[config.mk]
export PLATFORM = sky130hd
export DESIGN_NAME = bulk_string_array_framer_core
export DESIGN_NICKNAME = d
export VERILOG_FILES = /design/src/rtl/bsaf_pkg.sv /design/src/rtl/bsaf_bcd.sv /design/src/rtl/bsaf_obuf.sv /design/src/rtl/bulk_string_array_framer_core.sv
export SDC_FILE = /design/constraint.sdc
export NUM_CORES = 1
export LEC_CHECK = 0
export ABC_CLOCK_PERIOD_IN_PS = 3700
export CAP_MARGIN = 5
export CORE_MARGIN = 4
export CORE_UTILIZATION = 60
export DETAILED_ROUTE_END_ITERATION = 7
export DONT_BUFFER_PORTS = 1
export PLACE_DENSITY = 0.8
export SETUP_SLACK_MARGIN = 0.02
export SLEW_MARGIN = 20
export SYNTH_ARGS = -nofsm -noshare
export SYNTH_HDL_FRONTEND = slang
export SYNTH_SLANG_ARGS = --single-unit
export TNS_END_PERCENT = 100
[constraint.sdc]
create_clock -name clk -period 3.7 [get_ports clk]
set_input_delay 0.37 -clock clk [delete_from_list [all_inputs] [get_ports clk]]
set_output_delay 0.37 -clock clk [all_outputs]
set_load 0.05 [all_outputs]
[src/rtl/bsaf_pkg.sv]
package bsaf_pkg;

  // Command codes carried in the slave-side tuser
  typedef enum logic [1:0] {
    CMD_START_CMD = 2'd0,
    CMD_START_ARG = 2'd1,
    CMD_DATA      = 2'd2
  } cmd_t;

  typedef enum logic [3:0] {
    ST_IDLE,
    ST_PREFIX,
    ST_CONV,
    ST_SKIP,
    ST_DIGIT,
    ST_CR,
    ST_LF,
    ST_DATA,
    ST_ERR
  } state_t;

  localparam logic [7:0] CH_STAR   = 8'h2A;
  localparam logic [7:0] CH_DOLLAR = 8'h24;
  localparam logic [7:0] CH_ZERO   = 8'h30;
  localparam logic [7:0] CH_CR     = 8'h0D;
  localparam logic [7:0] CH_LF     = 8'h0A;

  localparam int CMD_W  = 2;
  localparam int COUNT_W = 16;
  localparam int LEN_W   = 32;
  localparam int BYTE_W  = 8;
  localparam int IN_DATA_W = 56;

  typedef struct packed {
    logic [7:0] out_byte;
    logic       last;
    logic       error;
  } beat_t;

  typedef struct packed {
    logic start;
    logic shift_digit;
  } conv_ctrl_t;

  typedef struct packed {
    logic       done;
    logic [3:0] top_digit;
    logic       last_digit;
  } conv_stat_t;

endpackage

[src/rtl/bsaf_bcd.sv]
module bsaf_bcd import bsaf_pkg::*; #(
  parameter int VAL_W = 32
) (
  input  logic             clk,
  input  logic             rst,
  input  conv_ctrl_t       ctrl,
  input  logic [VAL_W-1:0] value,
  output conv_stat_t       stat
);

  // decimal digits of 2^VAL_W - 1
  localparam int DIG_N  = (VAL_W * 301) / 1000 + 1;
  localparam int BCD_W  = DIG_N * 4;
  localparam int BIT_CW = $clog2(VAL_W + 1);
  localparam int DIG_CW = $clog2(DIG_N + 1);

  logic [VAL_W-1:0]  bin;
  logic [BCD_W-1:0]  bcd;
  logic [BCD_W-1:0]  bcd_adj;
  logic [BIT_CW-1:0] bit_cnt;
  logic [DIG_CW-1:0] dig_left;

  // double dabble: bump every nibble >= 5 before the shift
  always_comb begin
    for (int i = 0; i < DIG_N; i++) begin
      if (bcd[i*4 +: 4] >= 4'd5) begin
        bcd_adj[i*4 +: 4] = bcd[i*4 +: 4] + 4'd3;
      end else begin
        bcd_adj[i*4 +: 4] = bcd[i*4 +: 4];
      end
    end
  end

  always_ff @(posedge clk) begin
    if (rst) begin
      bit_cnt  <= '0;
      dig_left <= '0;
    end else if (ctrl.start) begin
      bit_cnt  <= BIT_CW'(VAL_W);
      dig_left <= DIG_CW'(DIG_N);
    end else if (bit_cnt != '0) begin
      bit_cnt <= bit_cnt - BIT_CW'(1);
    end else if (ctrl.shift_digit) begin
      dig_left <= dig_left - DIG_CW'(1);
    end
  end

  always_ff @(posedge clk) begin
    if (ctrl.start) begin
      bin <= value;
      bcd <= '0;
    end else if (bit_cnt != '0) begin
      bin <= {bin[VAL_W-2:0], 1'b0};
      bcd <= {bcd_adj[BCD_W-2:0], bin[VAL_W-1]};
    end else if (ctrl.shift_digit) begin
      bcd <= {bcd[BCD_W-5:0], 4'd0};
    end
  end

  assign stat.done       = (bit_cnt == '0);
  assign stat.top_digit  = bcd[BCD_W-1 -: 4];
  assign stat.last_digit = (dig_left == DIG_CW'(1));

endmodule

[src/rtl/bsaf_obuf.sv]
module bsaf_obuf import bsaf_pkg::*; (
  input  logic       clk,
  input  logic       rst,
  input  logic       load,
  input  beat_t      beat,
  output logic       out_free,
  output logic       m_tvalid,
  input  logic       m_tready,
  output logic [7:0] m_tdata,
  output logic       m_tlast,
  output logic       m_tuser
);

  assign out_free = !m_tvalid || m_tready;

  always_ff @(posedge clk) begin
    if (rst) begin
      m_tvalid <= 1'b0;
    end else if (out_free) begin
      m_tvalid <= load;
    end
  end

  always_ff @(posedge clk) begin
    if (out_free && load) begin
      m_tdata <= beat.out_byte;
      m_tlast <= beat.last;
      m_tuser <= beat.error;
    end
  end

endmodule

[src/rtl/bulk_string_array_framer_core.sv]
// Channel  Dir  Signals                      Content
// s_*      in   tvalid tready tdata tuser    one request item per beat
// m_*      out  tvalid tready tdata tlast    one framed byte per beat, tuser = error
//
// Steps: data item: accept, then the byte (and CR LF when it ends the argument);
// count or length item: accept, prefix, the bit-serial binary-to-BCD converter
// (one bit a cycle), the digit walk (one digit a cycle while out_free), then
// CR LF (twice for an empty argument). Error item: accept, then the error beat.
// Reset clears counters, FSM and the output register's valid bit.
// A stalled master side holds the FSM in its emitting state; s_tready is high
// only in idle, the output register lets a new item in while a beat waits.
module bulk_string_array_framer_core import bsaf_pkg::*; #(
  parameter int LENGTH_BITS = 32,
  parameter int COUNT_BITS  = 16
) (
  input  logic                 clk,
  input  logic                 rst,
  input  logic                 s_tvalid,
  output logic                 s_tready,
  // [15:0] arg_count, [47:16] arg_length, [55:48] data_byte
  input  logic [IN_DATA_W-1:0] s_tdata,
  // [1:0] cmd
  input  logic [CMD_W-1:0]     s_tuser,
  output logic                 m_tvalid,
  input  logic                 m_tready,
  // [7:0] out_byte
  output logic [7:0]           m_tdata,
  output logic                 m_tlast,
  // [0] error
  output logic                 m_tuser
);

  localparam int VAL_W = (LENGTH_BITS > COUNT_BITS) ? LENGTH_BITS : COUNT_BITS;

  state_t state, state_next;

  logic [COUNT_BITS-1:0]  args_rem;
  logic [LENGTH_BITS-1:0] bytes_rem;
  logic                   tail;       // CR LF still owed after the current one
  logic [7:0]             pfx;
  logic [7:0]             data_reg;

  cmd_t           cmd;
  logic [COUNT_W-1:0] in_count;
  logic [LEN_W-1:0]   in_len;
  logic [BYTE_W-1:0]  in_byte;
  logic [47:0]        count_ext;
  logic [47:0]        len_ext;
  logic               accept;
  logic               ok;
  logic               count_wide;
  logic               len_wide;

  conv_ctrl_t conv_ctrl;
  conv_stat_t conv_stat;
  logic       emit;
  beat_t      beat;
  logic       out_free;

  assign cmd       = cmd_t'(s_tuser);
  assign in_count  = s_tdata[15:0];
  assign in_len    = s_tdata[47:16];
  assign in_byte   = s_tdata[55:48];
  assign count_ext = {32'd0, in_count};
  assign len_ext   = {16'd0, in_len};
  assign count_wide = (in_count >> COUNT_BITS) != '0;
  assign len_wide   = (in_len >> LENGTH_BITS) != '0;

  assign s_tready = (state == ST_IDLE);
  assign accept   = s_tvalid && s_tready;

  // order checks against the stored counters, plus range checks on the incoming count and length
  always_comb begin
    case (cmd)
      CMD_START_CMD: ok = (args_rem == '0) && (bytes_rem == '0) && !count_wide;
      CMD_START_ARG: ok = (args_rem != '0) && (bytes_rem == '0) && !len_wide;
      CMD_DATA:      ok = (bytes_rem != '0);
      default:       ok = 1'b0;
    endcase
  end

  // next state
  always_comb begin
    state_next = state;
    case (state)
      ST_IDLE: begin
        if (accept) begin
          if (!ok) begin
            state_next = ST_ERR;
          end else if (cmd == CMD_DATA) begin
            state_next = ST_DATA;
          end else begin
            state_next = ST_PREFIX;
          end
        end
      end
      ST_PREFIX: if (out_free) state_next = ST_CONV;
      ST_CONV:   if (conv_stat.done) state_next = ST_SKIP;
      ST_SKIP: begin
        if (conv_stat.top_digit != 4'd0 || conv_stat.last_digit) begin
          state_next = ST_DIGIT;
        end
      end
      ST_DIGIT: if (out_free && conv_stat.last_digit) state_next = ST_CR;
      ST_CR:    if (out_free) state_next = ST_LF;
      ST_LF, ST_DATA: begin
        if (out_free) begin
          state_next = tail ? ST_CR : ST_IDLE;
        end
      end
      ST_ERR:  if (out_free) state_next = ST_IDLE;
      default: state_next = ST_IDLE;
    endcase
  end

  // outputs
  always_comb begin
    emit = 1'b0;
    beat = '{out_byte: 8'd0, last: 1'b0, error: 1'b0};
    conv_ctrl.start       = 1'b0;
    conv_ctrl.shift_digit = 1'b0;
    case (state)
      ST_IDLE: begin
        conv_ctrl.start = accept && ok && (cmd != CMD_DATA);
      end
      ST_PREFIX: begin
        emit = 1'b1;
        beat.out_byte = pfx;
      end
      ST_SKIP: begin
        conv_ctrl.shift_digit = (conv_stat.top_digit == 4'd0) && !conv_stat.last_digit;
      end
      ST_DIGIT: begin
        emit = 1'b1;
        beat.out_byte = CH_ZERO + {4'd0, conv_stat.top_digit};
        conv_ctrl.shift_digit = out_free && !conv_stat.last_digit;
      end
      ST_CR: begin
        emit = 1'b1;
        beat.out_byte = CH_CR;
      end
      ST_LF: begin
        emit = 1'b1;
        beat.out_byte = CH_LF;
        beat.last = !tail;
      end
      ST_DATA: begin
        emit = 1'b1;
        beat.out_byte = data_reg;
        beat.last = !tail;
      end
      ST_ERR: begin
        emit = 1'b1;
        beat.last  = 1'b1;
        beat.error = 1'b1;
      end
      default: begin
        emit = 1'b0;
      end
    endcase
  end

  always_ff @(posedge clk) begin
    if (rst) begin
      state     <= ST_IDLE;
      args_rem  <= '0;
      bytes_rem <= '0;
      tail      <= 1'b0;
    end else begin
      state <= state_next;
      if (accept && ok) begin
        case (cmd)
          CMD_START_CMD: begin
            args_rem <= count_ext[COUNT_BITS-1:0];
            tail     <= 1'b0;
          end
          CMD_START_ARG: begin
            args_rem  <= args_rem - COUNT_BITS'(1);
            bytes_rem <= len_ext[LENGTH_BITS-1:0];
            tail      <= (in_len == '0);
          end
          CMD_DATA: begin
            bytes_rem <= bytes_rem - LENGTH_BITS'(1);
            tail      <= (bytes_rem == LENGTH_BITS'(1));
          end
          default: begin
            tail <= tail;
          end
        endcase
      end else if ((state == ST_LF || state == ST_DATA) && out_free && tail) begin
        tail <= 1'b0;
      end
    end
  end

  always_ff @(posedge clk) begin
    if (accept) begin
      pfx      <= (cmd == CMD_START_CMD) ? CH_STAR : CH_DOLLAR;
      data_reg <= in_byte;
    end
  end

  logic [VAL_W-1:0] conv_value;
  assign conv_value = (cmd == CMD_START_CMD) ? count_ext[VAL_W-1:0] : len_ext[VAL_W-1:0];

  bsaf_bcd #(
    .VAL_W (VAL_W)
  ) u_bcd (
    .clk   (clk),
    .rst   (rst),
    .ctrl  (conv_ctrl),
    .value (conv_value),
    .stat  (conv_stat)
  );

  bsaf_obuf u_obuf (
    .clk      (clk),
    .rst      (rst),
    .load     (emit),
    .beat     (beat),
    .out_free (out_free),
    .m_tvalid (m_tvalid),
    .m_tready (m_tready),
    .m_tdata  (m_tdata),
    .m_tlast  (m_tlast),
    .m_tuser  (m_tuser)
  );

endmodule
==> flow_summary.yaml <==
worst_setup_path:
  worst_ep_arrival_time_ns: 3.57
  r2r_slack_ns: 0.48
  path_class: "flop to flop"
  crit_required_ns: 4.05
  worst_setup_path_end_kind: "flop"
  critPathMaxFanout: 7
  startpoint_type: "flop"
sta:
  slew_viol_final: 0
  final.min_clock_period_ns: 3.218
  hold_violations: 0
  timing.fmax_mhz: 310.7
  worst_pin_slew_ns: 1.004
  slew_headroom: 0.3266
  skew_ns: 0.01038
  rsz0062_at_grt: "false"
  post-route-period-util: 0.8698
  setup_tns_ns: 0
  setup_violations: 0
clock_tree:
  htree_levels: 4
  cts.sinks: 156
  clk_pin_slew_ns: 0.06
  cts_tree: "yes"
  numCtsBuffers: 17
  postCtsHoldBufs: 1
  clock-root-buffer: "clkbuf_16"
  post_cts_buffers: 0
  insertion_delay_ns: 0.43
  clockBufferDepth: 2
  cts_resized: 0
layout:
  regMostFlops: "u_bcd.bcd"
  stdcell_count: 1256
  fin_area_mm2: 0.009791
  finish.utilization: 0.6686
  multiInputGateArea_mm2: 0.004974
  largest_reg_flops: 40
  diodes: 0
  drive_above_1_share: 0.06343
  finalNetCount: 1154
  regArea_mm2: 0.003643
  largestRegisters: "u_bcd.bcd (40), bytes_rem (32), u_bcd.bin (32)"
  n_fill_cell: 1226
  area_growth_pct: 8.155
yosys:
  synth_area_mm2: 0.009052
  synth_edf_count: 52
  syn_inst: 1088
  synth_cell_types: 60
  ys.flop_type: "dfxtp_1"
  ys_ff_latch: 156
  synth-async-reset-ratio: 0
  syn_area_per_cell_um2: 8.320
  ys_warn_count: 0
  ys_seq_area_frac: 0.4025
  synth_nets: 1183
global_route:
  grt_max_degree: 66
  antenna_found_initial: 0
  grt_pass1_vias: 7769
  grt_use_total: 0.2800
  grt_pass1_wl_mm: 38.52
  overflow: 0
route:
  drc_errors: 0
  routed_wl_mm: 23.81
  avgRoutedWirePerCell_um: 18.96
  vias: 8212
  firstDrtPassIters: 7
  drtIter0Drc: 909
  avgViaCountPerCell: 6.538
  ant_nets: 0
job:
  cap_violations: 0
status:
  status: "finished clean"
floorplanning:
  io_pins: 74
  fp.dieW_um: 130.8
  die_area_mm2: 0.01712
  coreArea_mm2: 0.01464
  fp.dieH_um: 130.8
  start_util: 0.6182
  fp-row-count: 44
placement:
  place.gp.congestion: 0.9277
  placed_cells: 1223
  port_buffers: 0
  hpwl_mm: 15.62
  placed_area_mm2: 0.009194
hold_path:
  hold_class: "primary input to flop"
-- layout make-up --
| class | instances | area share |
|---|---|---|
| clock buffers | 22 | 0.04843 |
| clock inverters | 10 | 0.01150 |
| inverters | 43 | 0.01649 |
| multi-input cells | 817 | 0.5080 |
| flip-flops and latches | 156 | 0.3721 |
| well taps | 184 | 0.02351 |
| repair buffers | 24 | 0.01994 |
-- layout by cell type, fill, tap and decap left out, drive strengths merged, types with 8 or more instances in the layout --
| master | instances |
|---|---|
| nand2 | 124 |
| a21oi | 105 |
| dfxtp | 104 |
| nor2 | 84 |
| o21ai | 77 |
| nor3 | 57 |
| edfxtp | 52 |
| inv | 43 |
| mux2i | 38 |
| nand3 | 37 |
| a211oi | 37 |
| ha | 33 |
| o32ai | 26 |
| nand2b | 24 |
| buf | 23 |
| nor4 | 23 |
| clkbuf | 22 |
| and3 | 20 |
| xnor2 | 18 |
| o211ai | 13 |
| nand4 | 9 |
| a32oi | 9 |
| or3 | 8 |
-- critical path, stage by stage, from the launching register on --
cell	delay (ns)
dfxtp_1	0.36
nor4_1	0.64
nand4_1	0.46
o31ai_1	0.62
a21boi_1	0.56
buf_4	0.23
nand3_1	0.10
a21oi_1	0.18
-- synthesized netlist by cell type (11+ instances only) --
cell	instances	area share
nand2_1	124	0.051
a21oi_1	105	0.058
dfxtp_1	104	0.23
nor2_1	84	0.035
o21ai_0	77	0.043
nor3_1	57	0.032
clkbuf_1	56	0.023
edfxtp_1	52	0.17
inv_1	41	0.017
mux2i_1	38	0.042
a211oi_1	37	0.031
nand3_1	37	0.020
ha_1	33	0.046
o32ai_1	26	0.025
nand2b_1	24	0.017
nor4_1	21	0.015
and3_1	20	0.014
xnor2_1	18	0.017
o211ai_1	11	0.0091
-- metrics by stage --
step	hold WS (ns)	setup slack, ns
finish	0.03112	0.4816
global route	0.01331	0.2690
detailed placement	0.4479	0.6176
CTS	0.002685	0.5666
floorplan	0.4386	0.3059
global placement	0.4485	0.6934
-- logic make-up (layout without fill, tap and decap cells) --
kind of cell,after synthesis,after routing,share of synthesized area
adders and majority gates,33,33,0.04561
DFF,156,156,0.4025
buffers and inverters,115,99,0.05100
muxes,43,43,0.04824
AOI/OAI and AO/OA,305,305,0.2112
xor gates and xnor gates,21,21,0.02032
and+or+nand+nor,415,415,0.2211
-- final timing paths --
check / start / cells after the start / endpoint
worst max-delay path: bytes_rem[4] / 7 / args_rem[3]
worst min-delay path: rst / 1 / u_bcd.dig_left[1]
worst max register to register: bytes_rem[4] / 7 / args_rem[3]
worst min register to register: bytes_rem[25] / 2 / bytes_rem[25]
-- routing by layer --
layer | wire length, µm | up-vias | global-route usage
met5 | 0 | - | 0
met4 | 469 | 0 | 0.09316
met3 | 1998 | 53 | 0.06911
met2 | 11470 | 378 | 0.4692
met1 | 9871 | 3856 | 0.3552
li1 | - | 3925 | -
Power is not shown: default switching activity piles up to over one toggle a cycle in this logic, so the estimate is an artifact.
